## config.mk

```make
export PLATFORM = sky130hd
export DESIGN_NAME = w2dhb_axis_map
export DESIGN_NICKNAME = d
export VERILOG_FILES = /design/src/hdl/w2dhb_pkg.sv /design/src/hdl/w2dhb_axis_map.sv
export SDC_FILE = /design/constraint.sdc
export NUM_CORES = 2
export LEC_CHECK = 0
export BUFFER_PORTS_ARGS = -buffer_cell sky130_fd_sc_hd__buf_2
export CAP_MARGIN = 20
export CORE_UTILIZATION = 45
export DETAILED_ROUTE_END_ITERATION = 7
export SYNTH_ARGS = -nofsm -noshare
export SYNTH_HDL_FRONTEND = slang
export SYNTH_SLANG_ARGS = --single-unit
```

## constraint.sdc

```tcl
create_clock -name clk -period 16.7 [get_ports clk]
set_input_delay 0.835 -clock clk [delete_from_list [all_inputs] [get_ports clk]]
set_output_delay 0.835 -clock clk [all_outputs]
set_load 0.005 [all_outputs]
```

## src/hdl/w2dhb_pkg.sv

```systemverilog
// Shared types and constants of the weighted 2-D histogram binner.
`default_nettype none
package w2dhb_pkg;

  typedef logic signed [31:0] q16_t;

  // Item kinds carried in s_tuser
  localparam logic [1:0] OP_BIN   = 2'd0;
  localparam logic [1:0] OP_READ  = 2'd1;
  localparam logic [1:0] OP_WRITE = 2'd2;

  // Configuration register indexes
  localparam int          CFG_ADDR_W      = 3;
  localparam logic [2:0]  REG_ORIGIN_X    = 3'd0;
  localparam logic [2:0]  REG_ORIGIN_Y    = 3'd1;
  localparam logic [2:0]  REG_SCALE_X     = 3'd2;
  localparam logic [2:0]  REG_SCALE_Y     = 3'd3;
  localparam logic [2:0]  REG_IMAGE_W     = 3'd4;
  localparam logic [2:0]  REG_IMAGE_H     = 3'd5;
  localparam logic [2:0]  REG_MAGIC_MODE  = 3'd6;
  localparam logic [2:0]  REG_USE_WEIGHT  = 3'd7;

  localparam int S_TDATA_W = 144;
  localparam int M_TDATA_W = 48;

  // Q16.16 constants
  localparam q16_t ONE_Q16     = 32'sh0001_0000;
  localparam q16_t MARKER_CODE = 32'sh8000_0000;
  localparam q16_t SUM_MAX     = 32'sh7FFF_FFFF;
  localparam q16_t SUM_MIN     = 32'sh8000_0001;

  localparam logic [8:0] IMAGE_SIZE_RST = 9'd256;

endpackage
`default_nettype wire

```

## src/hdl/w2dhb_axis_map.sv

```systemverilog
// Coordinate to bin index mapper for one axis: subtract, split multiply, floor and range check.
`default_nettype none
module w2dhb_axis_map import w2dhb_pkg::*; #(
  parameter int IDX_W = 8,
  parameter int SZ_W  = 9
) (
  input  wire logic             clk,
  input  wire q16_t             coord,
  input  wire q16_t             origin,
  input  wire q16_t             scale,
  input  wire logic [SZ_W-1:0]  size,
  output logic                  in_range,
  output logic [IDX_W-1:0]      index,
  output logic [7:0]            low8
);

  logic signed [32:0] diff;
  logic signed [48:0] pp_lo;
  logic signed [48:0] pp_hi;
  logic signed [64:0] prod;
  logic signed [32:0] floor_v;

  // Three register stages; the caller holds coord steady through all three
  always_ff @(posedge clk) begin
    diff  <= {coord[31], coord} - {origin[31], origin};
    pp_lo <= $signed({1'b0, diff[15:0]}) * scale;
    pp_hi <= $signed(diff[32:16]) * scale;
  end

  always_comb begin
    prod    = $signed({pp_hi, 16'b0}) + $signed({{16{pp_lo[48]}}, pp_lo});
    floor_v = prod[64:32];
  end

  always_ff @(posedge clk) begin
    in_range <= !floor_v[32] && (floor_v[31:0] < 32'(size));
    index    <= floor_v[IDX_W-1:0];
    low8     <= floor_v[7:0];
  end

endmodule
`default_nettype wire

```

### Yosys cells after proc, flatten, opt, wreduce, memory -nomap -nowiden

Index checks and enable logic that the tools add are counted.

* bits in registers: 140
* output and inout bits: 17
* input bits: 106
* logic and storage cells: 12

* reductions and logical operators: 2
* magnitude comparators: 1
* add/subtract/negate cells: 2
* multiply operators: 2

Operators with widths (number)
* $mul 17x32->49: 2
* $add 65x49->65: 1
* $sub 32x32->33: 1
* $lt 32x9->1: 1
* $logic_and 1x1->1: 1
* $logic_not 1->1: 1

### Longest topological paths before layout

* depth in word-level cells: 3
* mapped depth: 27
* gate-level depth less buffers: 26

### Least setup slack after synthesis

OpenSTA, ideal clock, no wires.

* kind: input-to-reg
* start: input port scale[7]
* end: register pp_hi[47]
* setup time: 72 ps
* slack: 9950 ps
* buffers on the path: 1
* data required time: 16628 ps
* stages on the path: 23
* arrival time: 6677 ps
* cells stage by stage: clkbuf_1 nand2_1 fa_1 inv_1 fa_1 inv_1 fa_1 inv_1 fa_1 fa_1 inv_1 fa_1 inv_1 ha_1 a2111oi_0 a22o_1 a21oi_1 a41oi_2 o21ai_1 a211o_1 a21o_1 a41oi_1 xnor2_1

* word-level cells in the longest chain between the ends: 1

RTL lines
* start, declared: line w2dhb_axis_map.sv:10 `input wire q16_t scale,`
* $mul 17x32->49: line w2dhb_axis_map.sv:27 `pp_hi <= $signed(diff[32:16]) * scale;`
* end signal, assigned: line w2dhb_axis_map.sv:27
* end, declared: line w2dhb_axis_map.sv:19 `logic signed [48:0] pp_hi;`

No other way between the ends.

### Worst setup path in the final report

* start: input port scale[10]
* end: register pp_hi[40]

The elaborated chain is that of the path after synthesis.

==> metrics.txt <==
status complete, no violations; post_cts resized 0; share of cells above drive strength 1 4.780%; Post-CTS Setup Repair Bufs 0; Slew @ Worst Pin 0.9729 ns; Total Wirelength 107,800 µm; most common cell in the synthesized netlist inv_1; Cells after Synth 4,742; Setup CP Type in2reg; most frequent CP cell fa_1; Tcrit/Tclk final 44.62%; slowest stage delay, CP 0.61 ns; worst-path fanout max 33; antenna violations before repair 4; RSZ-0062 raised after global routing false; first-pass GRT wire length 179,300 µm; chip width 309.2 µm; I/O Buffers 122; detailed placer's ending HPWL 84,280 µm; final hold vios 0; Netlist cell types 82; synthesis-to-layout area growth 5.199%; hold crit path type in2reg; max-slew violation count 0; DRT iter0 DRCs 1,534; CTS tree built; Critical-path top delay cell buf_2; clk sinks 124; slack of the worst reg-to-reg path 9.29 ns; DRC 0; syn avg cell area 8.958 µm²; DR vias/cell 5.134; CTS Root Cell clkbuf_16; Reg2Reg Launch Point diff[19]$_DFF_P_; top post-synthesis cells by area fa_1, inv_1, ha_1; total CTS buffers 17; Clk pin slew, worst setup/hold paths 0.06 ns; CP Launch Type input port; Yosys top cell by area fa_1; syn_nets 6,174; die span in y 309.2 µm; GP Congestion 0.8530; Synth Register Bits 124; Post-synth EDFFs 0; CP bufs+invs 4; Critical Path AT 7.80 ns; top_reg_cell synth dfxtp_1; clk_lat worst skew 0.50 ns; worst path cell trace buf_2, nand2_1, fa_1, fa_1, fa_1, fa_1, inv_1, fa_1, inv_1, fa_1, inv_1, ha_1, o211a_1, a221o_1, nor3_1, o41ai_1, a31oi_1, o21ai_1, a21oi_1, o22ai_1, nor4b_1, a311oi_1; setup TNS 0 ns; total grt overflow 0; sequential fraction of the synthesis area 5.844%; DRT Pass-1 Iters 5; core area 93,470 µm²; crit end category flip-flop; clk buf depth 2; starting density of the core 45.45%; most instantiated cells after synthesis inv_1, fa_1, nand2_1, and2_1, ha_1; hold_sp origin[0]; Crit path max-delay family adder cells; site row count 112; Rel. slew slack 35.14%; max-cap violations 0; top-level I/O count 123; Vias 30,610; die area 95,630 µm²; cell area after synthesis 42,480 µm²; Routed WL per cell 18.08 µm; hold depth 3; final setup vio count 0; Final min period 7.452 ns; R2R depth 21; vias in the first global route 33,460; async set-reset flop share out of synthesis 0%; R2R Path End pp_hi[40]$_DFF_P_; Worst Path Required 17.05 ns; # nets final 6,127; WHS Endpoint diff[0]$_DFF_P_; FMAX 134.2 MHz; GRT Overall Usage 24.37%; Final ANT Viol Nets 0; H-tree Lvls 4; Synth top area share 47.55%; hold_buf cts 0; Worst Skew 0.01872 ns; synth warn 0; pin count of the biggest net entering global routing 34; ANT cells 0; CP Depth 22
[state kept, by name, indices dropped and copies added (netlist names)]
signal and count:
diff 33, in_range 1, low8 8, pp_hi 49, pp_lo 33
[cells by family after synthesis]
| group | Yosys count | synth area share, % |
|---|---|---|
| AND/OR/NAND/NOR | 1372 | 15.69 |
| buffers and inverters | 1369 | 12.17 |
| adder cells (fa/ha/maj) | 1326 | 56.89 |
| AO/OA/AOI/OAI | 414 | 6.563 |
| XOR/XNOR | 130 | 2.680 |
| flip-flops | 124 | 5.844 |
| multiplexers | 7 | 0.1650 |
[per-stage QoR]
stage          cells  setup WS, ns  util, %  instance area (µm²)  hold WS, ns
2_1_floorplan   4742         9.950        -                42480       0.4869
3_3_place_gp    5930         8.873    47.13                44050       0.7430
3_5_place_dp    5930         8.810    47.13                44050       0.7374
4_1_cts         5961         9.323    47.81                44690       0.5884
5_1_grt         5961         8.866    47.81                44690       0.6007
6_report        5961         9.248    47.81                44690       0.6322
[worst max-delay path by stage]
| stage | from | to | slack, ns |
|---|---|---|---|
| final | scale[10] | pp_hi[40]$_DFF_P_ | 9.25 |
| after floorplan | scale[7] | pp_hi[47]$_DFF_P_ | 9.95 |
| after global placement | scale[8] | pp_lo[48]$_DFF_P_ | 8.87 |
| after detailed placement | scale[8] | pp_lo[48]$_DFF_P_ | 8.81 |
| after global routing | diff[18]$_DFF_P_ | pp_hi[48]$_DFF_P_ | 8.87 |
| after CTS | diff[8]$_DFF_P_ | pp_lo[48]$_DFF_P_ | 9.32 |
[routing by layer]
layer | up-vias | part of all wire [%] | track usage (%)
met2 | 676 | 51 | 43.48
li1 | 13890 | - | -
met1 | 15890 | 41 | 30.06
met4 | 6 | 3.6 | 8.911
met5 | - | 0.038 | 0
met3 | 142 | 4.0 | 3.170
[final cells by class]
| type | count | area [µm²] |
|---|---|---|
| well taps | 1254 | 1569 |
| inverters | 1151 | 4320 |
| clock inverters | 14 | 206.4 |
| fillers | 9103 | 48780 |
| flip-flops and latches | 124 | 2504 |
| multi-input cells | 3249 | 34830 |
| repair buffers | 152 | 835.8 |
| clock buffers | 17 | 425.4 |
[layout by cell type (no fill, tap or decap), types with 12 or more instances in the layout]
cell type | synthesis | layout
inv_1 | 1150 | 1150
fa_1 | 1009 | 1009
nand2_1 | 670 | 670
and2_1 | 427 | 427
ha_1 | 317 | 317
a21oi_1 | 130 | 130
buf_2 | 1 | 122
dfxtp_1 | 124 | 107
nor2_1 | 104 | 104
xnor2_1 | 96 | 96
a21o_1 | 75 | 75
o21ai_0 | 59 | 59
xor2_1 | 34 | 34
nand3_1 | 33 | 33
buf_4 | 8 | 30
nand2b_1 | 25 | 25
nor2b_1 | 24 | 24
and3_1 | 23 | 23
o21a_1 | 20 | 20
clkbuf_16 | 0 | 17
dfxtp_2 | 0 | 17
nor3_1 | 14 | 14
nand4_1 | 14 | 14
o21bai_1 | 14 | 14
a211oi_1 | 12 | 12
[worst reg2reg max path: stages (launching register included)]
cell      delay, ns
dfxtp_2        0.90
nand2_1        0.24
fa_1           0.53
fa_1           0.58
fa_1           0.46
fa_1           0.55
inv_1          0.05
fa_1           0.48
inv_1          0.05
fa_1           0.47
inv_1          0.04
ha_1           0.33
o211a_1        0.16
a221o_1        0.36
nor3_1         0.37
o41ai_1        0.22
a31oi_1        0.30
o21ai_1        0.16
a21oi_1        0.38
o22ai_1        0.25
nor4b_1        0.30
a311oi_1       0.09
Power is not shown: default switching activity piles up to over one toggle a cycle in this logic, so the estimate is an artifact.
